## src/rtl/core/soa_pkg.sv

```systemverilog
// Shared types, register indexes and reset values for the sonar obstacle-avoid sequencer.
package soa_pkg;

  localparam int unsigned CycW   = 19;
  localparam int unsigned DutyW  = 8;
  localparam int unsigned MsW    = 16;
  localparam int unsigned DistW  = 11;
  localparam int unsigned CfgIdxW = 3;

  // cycles * 557 >> 18 approximates the echo distance in cm
  localparam int unsigned DistMulW   = 10;
  localparam logic [DistMulW-1:0] DistMul = 10'd557;
  localparam int unsigned DistShift  = 18;
  localparam int unsigned ProdW      = CycW + DistMulW;

  // register indexes on the configuration port
  localparam logic [CfgIdxW-1:0] RegNearThresh = 3'd0;
  localparam logic [CfgIdxW-1:0] RegFarLimit   = 3'd1;
  localparam logic [CfgIdxW-1:0] RegDriveDuty  = 3'd2;
  localparam logic [CfgIdxW-1:0] RegStopMs     = 3'd3;
  localparam logic [CfgIdxW-1:0] RegReverseMs  = 3'd4;
  localparam logic [CfgIdxW-1:0] RegTurnMs     = 3'd5;

  // register reset values
  localparam logic [CycW-1:0]  NearThreshRst = 19'd4703;
  localparam logic [CycW-1:0]  FarLimitRst   = 19'd188091;
  localparam logic [DutyW-1:0] DriveDutyRst  = 8'd150;
  localparam logic [MsW-1:0]   StopMsRst     = 16'd1000;
  localparam logic [MsW-1:0]   ReverseMsRst  = 16'd2000;
  localparam logic [MsW-1:0]   TurnMsRst     = 16'd1000;

  // input beat kinds
  localparam logic KindTick = 1'b0;
  localparam logic KindEcho = 1'b1;

  typedef enum logic [1:0] {
    PH_SENSE   = 2'd0,
    PH_STOP    = 2'd1,
    PH_REVERSE = 2'd2,
    PH_TURN    = 2'd3
  } phase_e;

  typedef struct packed {
    logic            kind;
    logic [CycW-1:0] echo_cycles;
  } in_t;

  typedef struct packed {
    logic             left_forward;
    logic [DutyW-1:0] left_duty;
    logic             right_forward;
    logic [DutyW-1:0] right_duty;
    logic             led_red;
    logic             led_green;
    logic             led_blue;
    phase_e           phase;
    logic [DistW-1:0] distance_cm;
  } out_t;

  typedef struct packed {
    logic [CycW-1:0]  near_threshold_cycles;
    logic [CycW-1:0]  far_limit_cycles;
    logic [DutyW-1:0] drive_duty;
    logic [MsW-1:0]   stop_ms;
    logic [MsW-1:0]   reverse_ms;
    logic [MsW-1:0]   turn_ms;
  } cfg_t;

  // a phase length of zero runs for one tick
  function automatic logic [MsW-1:0] load_time(input logic [MsW-1:0] ms);
    return (ms == '0) ? MsW'(1) : ms;
  endfunction

endpackage

```

## src/rtl/core/soa_ctrl.sv

```systemverilog
// Sequencer state and the single-pass update for one tick or echo beat.
module soa_ctrl import soa_pkg::*; (
  input  logic clk_i,
  input  logic rst_ni,
  input  logic step_i,
  input  in_t  item_i,
  input  cfg_t cfg_i,
  output out_t result_o
);

  phase_e           phase_q, phase_d;
  logic [MsW-1:0]   timer_q, timer_d;
  logic [CycW-1:0]  last_q, last_d;
  logic             fwd_q, fwd_d;
  logic             lfwd_q, lfwd_d, rfwd_q, rfwd_d;
  logic [DutyW-1:0] lduty_q, lduty_d, rduty_q, rduty_d;
  logic             red_q, red_d, green_q, green_d, blue_q, blue_d;
  logic [CycW-1:0]  cyc;
  logic             duty_ok;
  logic [ProdW-1:0] prod;

  // next state for the accepted beat
  always_comb begin
    phase_d = phase_q;
    timer_d = timer_q;
    last_d  = last_q;
    fwd_d   = fwd_q;
    lfwd_d  = lfwd_q;
    rfwd_d  = rfwd_q;
    lduty_d = lduty_q;
    rduty_d = rduty_q;
    red_d   = red_q;
    green_d = green_q;
    blue_d  = blue_q;
    duty_ok = (cfg_i.drive_duty != '0);
    // implausible readings fall back to the last accepted one
    cyc = (item_i.echo_cycles > cfg_i.far_limit_cycles) ? last_q : item_i.echo_cycles;

    if (step_i) begin
      if (item_i.kind == KindEcho) begin
        if (phase_q == PH_SENSE) begin
          last_d = cyc;
          if (cyc >= cfg_i.near_threshold_cycles) begin
            if (!fwd_q) begin
              green_d = 1'b1;
              fwd_d   = 1'b1;
              if (duty_ok) begin
                lfwd_d  = 1'b1;
                rfwd_d  = 1'b1;
                lduty_d = cfg_i.drive_duty;
                rduty_d = cfg_i.drive_duty;
              end
            end
          end else begin
            green_d = 1'b0;
            red_d   = 1'b1;
            lduty_d = '0;
            rduty_d = '0;
            phase_d = PH_STOP;
            timer_d = load_time(cfg_i.stop_ms);
          end
        end
      end else if (phase_q != PH_SENSE) begin
        if (timer_q > MsW'(1)) begin
          timer_d = timer_q - MsW'(1);
        end else begin
          case (phase_q)
            PH_STOP: begin
              red_d   = 1'b0;
              blue_d  = 1'b1;
              if (duty_ok) begin
                lfwd_d  = 1'b0;
                rfwd_d  = 1'b0;
                lduty_d = cfg_i.drive_duty;
                rduty_d = cfg_i.drive_duty;
              end
              phase_d = PH_REVERSE;
              timer_d = load_time(cfg_i.reverse_ms);
            end
            PH_REVERSE: begin
              red_d   = 1'b1;
              blue_d  = 1'b1;
              if (duty_ok) begin
                lfwd_d  = 1'b0;
                rfwd_d  = 1'b1;
                lduty_d = cfg_i.drive_duty;
                rduty_d = cfg_i.drive_duty;
              end
              phase_d = PH_TURN;
              timer_d = load_time(cfg_i.turn_ms);
            end
            default: begin
              // end of the spin: back to sensing, motors keep the spin command
              red_d   = 1'b0;
              blue_d  = 1'b0;
              fwd_d   = 1'b0;
              phase_d = PH_SENSE;
              timer_d = '0;
            end
          endcase
        end
      end
    end
  end

  always_ff @(posedge clk_i or negedge rst_ni) begin
    if (!rst_ni) begin
      phase_q <= PH_SENSE;
      timer_q <= '0;
      last_q  <= '0;
      fwd_q   <= 1'b0;
      lfwd_q  <= 1'b0;
      rfwd_q  <= 1'b0;
      lduty_q <= '0;
      rduty_q <= '0;
      red_q   <= 1'b0;
      green_q <= 1'b0;
      blue_q  <= 1'b0;
    end else begin
      phase_q <= phase_d;
      timer_q <= timer_d;
      last_q  <= last_d;
      fwd_q   <= fwd_d;
      lfwd_q  <= lfwd_d;
      rfwd_q  <= rfwd_d;
      lduty_q <= lduty_d;
      rduty_q <= rduty_d;
      red_q   <= red_d;
      green_q <= green_d;
      blue_q  <= blue_d;
    end
  end

  // result beat reflects the state after this beat
  assign prod = ProdW'(last_d) * ProdW'(DistMul);

  always_comb begin
    result_o.left_forward  = lfwd_d;
    result_o.left_duty     = lduty_d;
    result_o.right_forward = rfwd_d;
    result_o.right_duty    = rduty_d;
    result_o.led_red       = red_d;
    result_o.led_green     = green_d;
    result_o.led_blue      = blue_d;
    result_o.phase         = phase_d;
    result_o.distance_cm   = prod[DistShift +: DistW];
  end

endmodule

```

## src/rtl/core/sonar_obstacle_avoid_sequencer_top.sv

```systemverilog
// Top level of the sonar obstacle-avoid sequencer: config registers, core and output buffer.
//
// Usage:
//   Input channel (in_valid_i / in_ready_o / in_data_i) carries one beat per
//   event: a millisecond tick (kind 0) or a finished echo measurement in
//   8 MHz cycles (kind 1). Every input beat yields exactly one result beat on
//   the output channel (out_valid_o / out_ready_i / out_data_o) with motor
//   commands, LED levels, the maneuver phase and the distance in cm.
//   Each result is registered into the output register, or into the skid
//   register while a result waits there. Throughput: one beat per cycle
//   while in_ready_o is high; the state update is a single compare, count
//   and small multiply between the state registers and the output register.
//   Stall: a two-entry output buffer (output register plus skid register)
//   keeps taking input while one result waits; in_ready_o drops only when
//   both entries hold results, and no result is lost or repeated.
//   Configuration: cfg_we_i writes cfg_data_i into register cfg_index_i;
//   unknown indexes are ignored. Write only while the block idles.
//   Reset: rst_ni clears the sequencer to sensing with motors and LEDs off,
//   last reading 0, and loads the default thresholds, duty and phase times.
module sonar_obstacle_avoid_sequencer_top import soa_pkg::*; (
  input  logic               clk_i,
  input  logic               rst_ni,
  input  logic               in_valid_i,
  output logic               in_ready_o,
  input  in_t                in_data_i,
  output logic               out_valid_o,
  input  logic               out_ready_i,
  output out_t               out_data_o,
  input  logic               cfg_we_i,
  input  logic [CfgIdxW-1:0] cfg_index_i,
  input  logic [CycW-1:0]    cfg_data_i
);

  cfg_t cfg_q;
  out_t result;
  logic push, pop;
  logic out_valid_q, skid_valid_q;
  out_t out_q, skid_q;

  // configuration registers
  always_ff @(posedge clk_i or negedge rst_ni) begin
    if (!rst_ni) begin
      cfg_q.near_threshold_cycles <= NearThreshRst;
      cfg_q.far_limit_cycles      <= FarLimitRst;
      cfg_q.drive_duty            <= DriveDutyRst;
      cfg_q.stop_ms               <= StopMsRst;
      cfg_q.reverse_ms            <= ReverseMsRst;
      cfg_q.turn_ms               <= TurnMsRst;
    end else if (cfg_we_i) begin
      case (cfg_index_i)
        RegNearThresh: cfg_q.near_threshold_cycles <= cfg_data_i;
        RegFarLimit:   cfg_q.far_limit_cycles      <= cfg_data_i;
        RegDriveDuty:  cfg_q.drive_duty            <= cfg_data_i[DutyW-1:0];
        RegStopMs:     cfg_q.stop_ms               <= cfg_data_i[MsW-1:0];
        RegReverseMs:  cfg_q.reverse_ms            <= cfg_data_i[MsW-1:0];
        RegTurnMs:     cfg_q.turn_ms               <= cfg_data_i[MsW-1:0];
        default: ;
      endcase
    end
  end

  assign in_ready_o = !skid_valid_q;
  assign push       = in_valid_i && in_ready_o;
  assign pop        = out_valid_q && out_ready_i;

  soa_ctrl u_ctrl (
    .clk_i    (clk_i),
    .rst_ni   (rst_ni),
    .step_i   (push),
    .item_i   (in_data_i),
    .cfg_i    (cfg_q),
    .result_o (result)
  );

  // output register with skid entry
  always_ff @(posedge clk_i or negedge rst_ni) begin
    if (!rst_ni) begin
      out_valid_q  <= 1'b0;
      skid_valid_q <= 1'b0;
    end else if (!out_valid_q || pop) begin
      if (skid_valid_q) begin
        out_valid_q  <= 1'b1;
        skid_valid_q <= push;
      end else begin
        out_valid_q  <= push;
      end
    end else if (push) begin
      skid_valid_q <= 1'b1;
    end
  end

  always_ff @(posedge clk_i) begin
    if (!out_valid_q || pop) begin
      if (skid_valid_q) begin
        out_q <= skid_q;
        if (push) begin
          skid_q <= result;
        end
      end else if (push) begin
        out_q <= result;
      end
    end else if (push) begin
      skid_q <= result;
    end
  end

  assign out_valid_o = out_valid_q;
  assign out_data_o  = out_q;

  // the skid entry is only ever filled behind a waiting output beat
  a_skid_behind_out: assert property (@(posedge clk_i) disable iff (!rst_ni)
    skid_valid_q |-> out_valid_q)
    else $error("skid entry valid without output beat");

  // green is never lit during a maneuver
  a_green_off_in_seq: assert property (@(posedge clk_i) disable iff (!rst_ni)
    (out_valid_o && (out_data_o.phase != PH_SENSE)) |-> !out_data_o.led_green)
    else $error("green LED on during maneuver");

  // the stop phase always holds both motors at zero duty
  a_stop_duty_zero: assert property (@(posedge clk_i) disable iff (!rst_ni)
    (out_valid_o && (out_data_o.phase == PH_STOP)) |->
      (out_data_o.left_duty == '0 && out_data_o.right_duty == '0))
    else $error("motor duty nonzero while stopped");

  // a waiting result beat holds until taken
  a_out_hold: assert property (@(posedge clk_i) disable iff (!rst_ni)
    (out_valid_o && !out_ready_i) |=> (out_valid_o && $stable(out_data_o)))
    else $error("output beat changed while stalled");

endmodule
```

## config.mk

```make
export PLATFORM = sky130hd
export DESIGN_NAME = sonar_obstacle_avoid_sequencer_top
export DESIGN_NICKNAME = d
export VERILOG_FILES = /design/src/rtl/core/soa_pkg.sv /design/src/rtl/core/soa_ctrl.sv /design/src/rtl/core/sonar_obstacle_avoid_sequencer_top.sv
export SDC_FILE = /design/constraint.sdc
export NUM_CORES = 1
export LEC_CHECK = 0
export ABC_CLOCK_PERIOD_IN_PS = 23200
export BUFFER_PORTS_ARGS = -buffer_cell sky130_fd_sc_hd__buf_4
export CAP_MARGIN = 20
export CORE_ASPECT_RATIO = 0.8
export CORE_MARGIN = 5
export CORE_UTILIZATION = 45
export CTS_CLUSTER_DIAMETER = 80
export DETAILED_ROUTE_END_ITERATION = 8
export HOLD_SLACK_MARGIN = 0.02
export SLEW_MARGIN = 20
export SYNTH_ARGS = -nofsm -noshare
export SYNTH_HDL_FRONTEND = slang
export SYNTH_SLANG_ARGS = --single-unit
```

## constraint.sdc

```tcl
create_clock -name clk_i -period 23.2 [get_ports clk_i]
set_input_delay 1.16 -clock clk_i [delete_from_list [all_inputs] [get_ports clk_i]]
set_output_delay 1.16 -clock clk_i [all_outputs]
set_load 0.02 [all_outputs]
```

Word-level counts from Yosys, hierarchy flattened. Index checks and enable logic that the tools add are counted.

ROM bits: 0. Input bits: 47. Memories: 0. Logic and storage cells: 170. Bits in writable memories: 0. Bits in latches: 0. Flip-flop bits (word level): 223.

Div/mod/pow operators: 0. Multipliers: 1. Shifts and indexed selects: 0. Equal/unequal tests: 13. Add/sub/neg operators: 1. Bitwise logic cells: 0. Muxes and demuxes: 90. Magnitude comparators: 3. Reductions and logical operators: 25.

Operators by type and width (count): $mux W34 (5); $mux W8 (18); $mux W16 (8); $mux W19 (4); $logic_not A16 Y1 (3); $mux W1 (46); $pmux W16 S2 (1); $mul A19 B10 Y29 const B (1); $ge A19 B19 Y1 (1); $gt A19 B19 Y1 (1); $gt A16 B1 Y1 const B (1); $sub A16 B1 Y16 const B (1); $reduce_and A2 Y1 (7); $mux W2 (6); $reduce_bool A2 Y1 (4); $reduce_bool A8 Y1 (1); $eq A3 B2 Y1 const B (2); $eq A3 B3 Y1 const B (2); $ne A2 B1 Y1 const B (3); $ne A2 B2 Y1 const B (3); $reduce_and A6 Y1 (1); $pmux W2 S2 (1); $reduce_and A4 Y1 (1); $eq A3 B1 Y1 const B (1); other kinds (9) (11).

Logic depth before layout (Yosys ltp).
Depth in word-level cells: 10. Depth in mapped cells: 31.

Modules after synthesis. A second synthesis with hierarchy kept.

Cells, all modules: 1240. Area total of the unflattened synthesis: 14178.6 µm².

Modules (own cells, without submodules): soa_ctrl (area each 7912.6 µm², instances 1, seq. area each 1476.4 µm², cells an instance 921); sonar_obstacle_avoid_sequencer_top (area each 6266.0 µm², instances 1, seq. area each 4498.1 µm², cells an instance 319).

Least setup slack after synthesis. OpenSTA, ideal clock, no wires.

Path type: input to register. Start point: in in_data_i[14] (netlist name). End point: reg out_q (netlist bit out_data_o[8]) (data pin). Path slack: 15.053 ns. Cell stages on the path: 28. Arrival: 7.889 ns. Buffers on the path: 1. Data required time: 22.942 ns. Setup time: 0.258 ns. Path through: ha_1 > nand4_2 > nor4_4 > o21a_1 > nor4_4 > nor2_2 > buf_2 > mux2_2 > nand2_1 > nand2_1 > ha_1 > ha_1 > fa_1 > fa_1 > inv_1 > fa_1 > inv_1 > ha_1 > nand3_1 > nor3_1 > and4_1 > a221oi_1 > o21ai_0 > nor3_1 > a21oi_1 > a22o_1 > a2111o_1 > o221a_2.

Cells in the longest elaborated chain, start to end: 8.

RTL lines: start: declaration (line sonar_obstacle_avoid_sequencer_top.sv:25) `input in_t in_data_i,`; $gt A19 B19 Y1 (line soa_ctrl.sv:37) `cyc = (item_i.echo_cycles > cfg_i.far_limit_cycles) ? last_q : item_i.echo_cycles;`; $mux W19 (line soa_ctrl.sv:37); $mux W19 (line soa_ctrl.sv:41) `if (phase_q == PH_SENSE) begin`; $mux W19 (line soa_ctrl.sv:40) `if (item_i.kind == KindEcho) begin`; $mux W19 (line soa_ctrl.sv:39) `if (step_i) begin`; named net u_ctrl.last_d[15] (line soa_ctrl.sv:13) `logic [CycW-1:0] last_q, last_d;`; $mul A19 B10 Y29 (line soa_ctrl.sv:135) `assign prod = ProdW'(last_d) * ProdW'(DistMul);`; $mux W34 (line sonar_obstacle_avoid_sequencer_top.sv:99) `end else if (push) begin`; $mux W34 (line sonar_obstacle_avoid_sequencer_top.sv:94) `if (skid_valid_q) begin`; end signal: assignment (line sonar_obstacle_avoid_sequencer_top.sv:95) `out_q <= skid_q;`; end signal: assignment (line sonar_obstacle_avoid_sequencer_top.sv:100) `out_q <= result;`; end: declaration (line sonar_obstacle_avoid_sequencer_top.sv:38) `out_t out_q, skid_q;`.

The timed path passes the listed nets, and every way through them passes these cells. The select of a mux whose other input is x is not followed. A chain may end at the register's enable or synchronous reset.

==> impl_metrics.yaml <==
setup_path:
  r2r_start: "cfg_q[70]"
  crit_arrival_ns: 8.82
  critPathMaxStageDelay_ns: 0.54
  path_class: "in2reg"
  r2r_slack_ns: 14.85
  end_kind: "flip-flop"
  required_ns: 23.48
  critPathMaxFanout: 9
  r2r-end: "skid_q[10]"
  slowest_stage: "fa_1"
  worst-r2r-cell-count: 29
  startpoint_type: "input pin"
placed_design:
  gp_congestion: 0.889
  portBuffers: 82
  hpwl_microns: 27200
job:
  maxCapViolCount: 0
route:
  routed_wl_microns: 37300
  routedWlPerCell_microns: 19.9
  drtIter0Drc: 813
  via_per_inst: 5.63
  drcViolationCount: 0
  drt_pass1_iterations: 5
  ant_nets: 0
  vias: 10600
synthesis:
  yosys.cell_types.count: 74
  synthesis.nets: 1590
  yosysSeqAreaShare_pct: 41.7
  synth_edf_count: 68
  synthCells: 1373
  synth.avg_cell_area_sq_um: 10.4
  ys.flop_type: "dfrtp_1"
  ys_ff_latch: 223
  synth_area_leader_cell: "dfrtp_1"
  synthArstFlopShare_pct: 69.5
  yosys.area.top_type_share_pct: 19.6
  ys_warn_count: 0
  netlist_area_sq_mm: 0.0143
  synth_area_leaders: "dfrtp_1 (20%), edfxtp_1 (14%), ha_1 (11%), dfstp_2 (7.9%), mux2_2 (6.5%)"
clock_tree:
  clkTransAtPathRegs_ns: 0.06
  cts_sinks: 223
  clockBufferDepth: 3
  post_cts_buffers: 0
  clock_latency_ns: 0.53
  cts_tree: "done"
  htree_levels: 1
  cts_resized: 0
  hold_buffers: 0
  cts_root_buffer: "clkbuf_16"
  numCtsBuffers: 25
worst_hold_path:
  min_to: "cfg_q[78]"
  hold_start: "cfg_q[78]"
  holdPathStages: 2
  hp-class: "reg2reg"
timing:
  relSlewSlack_pct: 25.5
  finalClockSkew_ns: 0.0153
  tns_ns: 0
  worst_slew_pin_slew_ns: 1.11
  hold_violations: 0
  setup_viol: 0
  period_share_pct: 36.8
  rsz0062_at_grt: "no"
  period_needed_ns: 8.54
  clock.fmax_mhz: 117
  holdWs_ns: 0.514
  slew_violations: 0
global_route:
  antenna_found_initial: 0
  grt_pass1_vias: 10500
  track_usage_pct: 20.8
  grt_start_max_net_pins: 108
  overflow: 0
  grt_pass1_wl_microns: 59500
layout:
  n_antenna_cell: 0
  area_delta_synth_final_pct: 13.2
  postLayoutCoreUtil_pct: 51.6
  finish.net_count: 1656
  drive_above_1_share_pct: 19.7
status:
  outcome: "completed"
floorplanning:
  initial_core_util_pct: 45.6
  ios: 83
  die_h_microns: 170
  dieArea_sq_mm: 0.0355
  core_area_sq_mm: 0.0314
  row_count: 58
  fp.dieW_microns: 209
## per-layer routing
metal / part of all wire [%] / wire length, microns / GRT usage, % / vias up
met4: 1.7 / 652 / 4.42 / 0
met5: 0 / 0 / 0 / -
met1: 49 / 18400 / 32.0 / 5180
met2: 44 / 16300 / 31.7 / 291
li1: - / - / - / 5071
met3: 5.4 / 2020 / 2.75 / 37
## synth_stat cells (all sizes together) (6+ instances only)
cell     instances
ha             131
nand2          121
inv            116
dfrtp          112
o21ai           98
nor2            89
mux2            83
edfxtp          68
a21oi           54
clkbuf          46
dfstp           43
fa              39
mux2i           30
nor3            20
nor4            20
xnor2           19
a31oi           18
a21o            17
a22oi           16
nand3           16
nor2b           16
o21a            16
o221ai          15
buf             13
or3             13
a211oi          12
a2bb2oi         12
xor2            11
nand2b          10
o31ai            9
and2             8
and3             8
nand4            8
o22ai            7
a22o             6
## cell families (layout without fill, tap and decap cells)
kind of cell / count (synthesis) / count (layout) / share of synthesized area [%]
buffers and inverters: 176 / 261 / 4.76
AO/OA/AOI/OAI: 319 / 319 / 14.6
flip-flops: 223 / 223 / 41.7
AND/OR/NAND/NOR: 342 / 342 / 11.5
XOR/XNOR: 30 / 30 / 1.84
multiplexers: 113 / 113 / 8.65
adder cells (fa/ha/maj): 170 / 170 / 16.9
## worst max-delay path by stage
stage	from	endpoint	slack, ns	cells past startpoint
floorplan	in_data_i[14]	out_data_o[8]	15.05	28
global placement	in_data_i[14]	out_data_o[8]	14.30	30
detailed placement	in_data_i[14]	skid_q[10]	14.18	30
CTS	in_data_i[14]	skid_q[10]	14.72	30
global route	in_data_i[14]	out_data_o[5]	14.27	30
finish	in_data_i[14]	skid_q[10]	14.66	29
## stage by stage
step           cell area, sq um  std cells  setup WS [ns]
2_1_floorplan             14300       1373          15.05
3_3_place_gp              15400       1831          14.30
3_5_place_dp              15400       1831          14.18
4_1_cts                   16200       1877          14.72
5_1_grt                   16200       1878          14.27
6_report                  16200       1878          14.66
## registers in the layout, summed over array words and instances, names as in the netlist
register / count
u_ctrl.lfwd_q: 1
skid_q: 34
u_ctrl.blue_q: 1
u_ctrl.timer_q: 16
u_ctrl.rfwd_q: 1
out_data_o: 34
u_ctrl.phase_q: 2
u_ctrl.rduty_q: 8
out_valid_o: 1
cfg_q: 94
u_ctrl.last_q: 19
u_ctrl.fwd_q: 1
u_ctrl.red_q: 1
skid_valid_q: 1
u_ctrl.green_q: 1
u_ctrl.lduty_q: 8
## area by class of cell
class | count | area [sq um]
timing repair buffer | 98 | 762
sequential | 223 | 5970
tap | 420 | 526
fill | 2813 | 15200
inverter | 117 | 439
multi-input combinational | 974 | 7690
clock buffer | 30 | 674
clock inverter | 16 | 144
## critical path, delay by kind of cell
family / cells / cell delay [ns]
AND/OR/NAND/NOR: 10 / 2.30
AO/OA/AOI/OAI: 6 / 1.41
multiplexers: 2 / 0.78
adder cells (fa/ha/maj): 6 / 2.48
buffers and inverters: 5 / 0.65
## cells in the final DEF, fill, tap and decap left out, types with 18 or more instances in the layout
cell,n
clkbuf_16,25
nand2_1,121
edfxtp_1,68
fa_1,39
dfrtp_1,112
a31oi_1,18
a21oi_1,54
o21ai_0,94
buf_4,96
mux2_2,82
inv_1,116
mux2i_1,30
ha_1,131
nor2_1,86
xnor2_1,19
dfstp_2,43
Power is left out: the tool's default activity adds up to more than one toggle a clock period on the data nets, which glitch-free logic cannot reach.
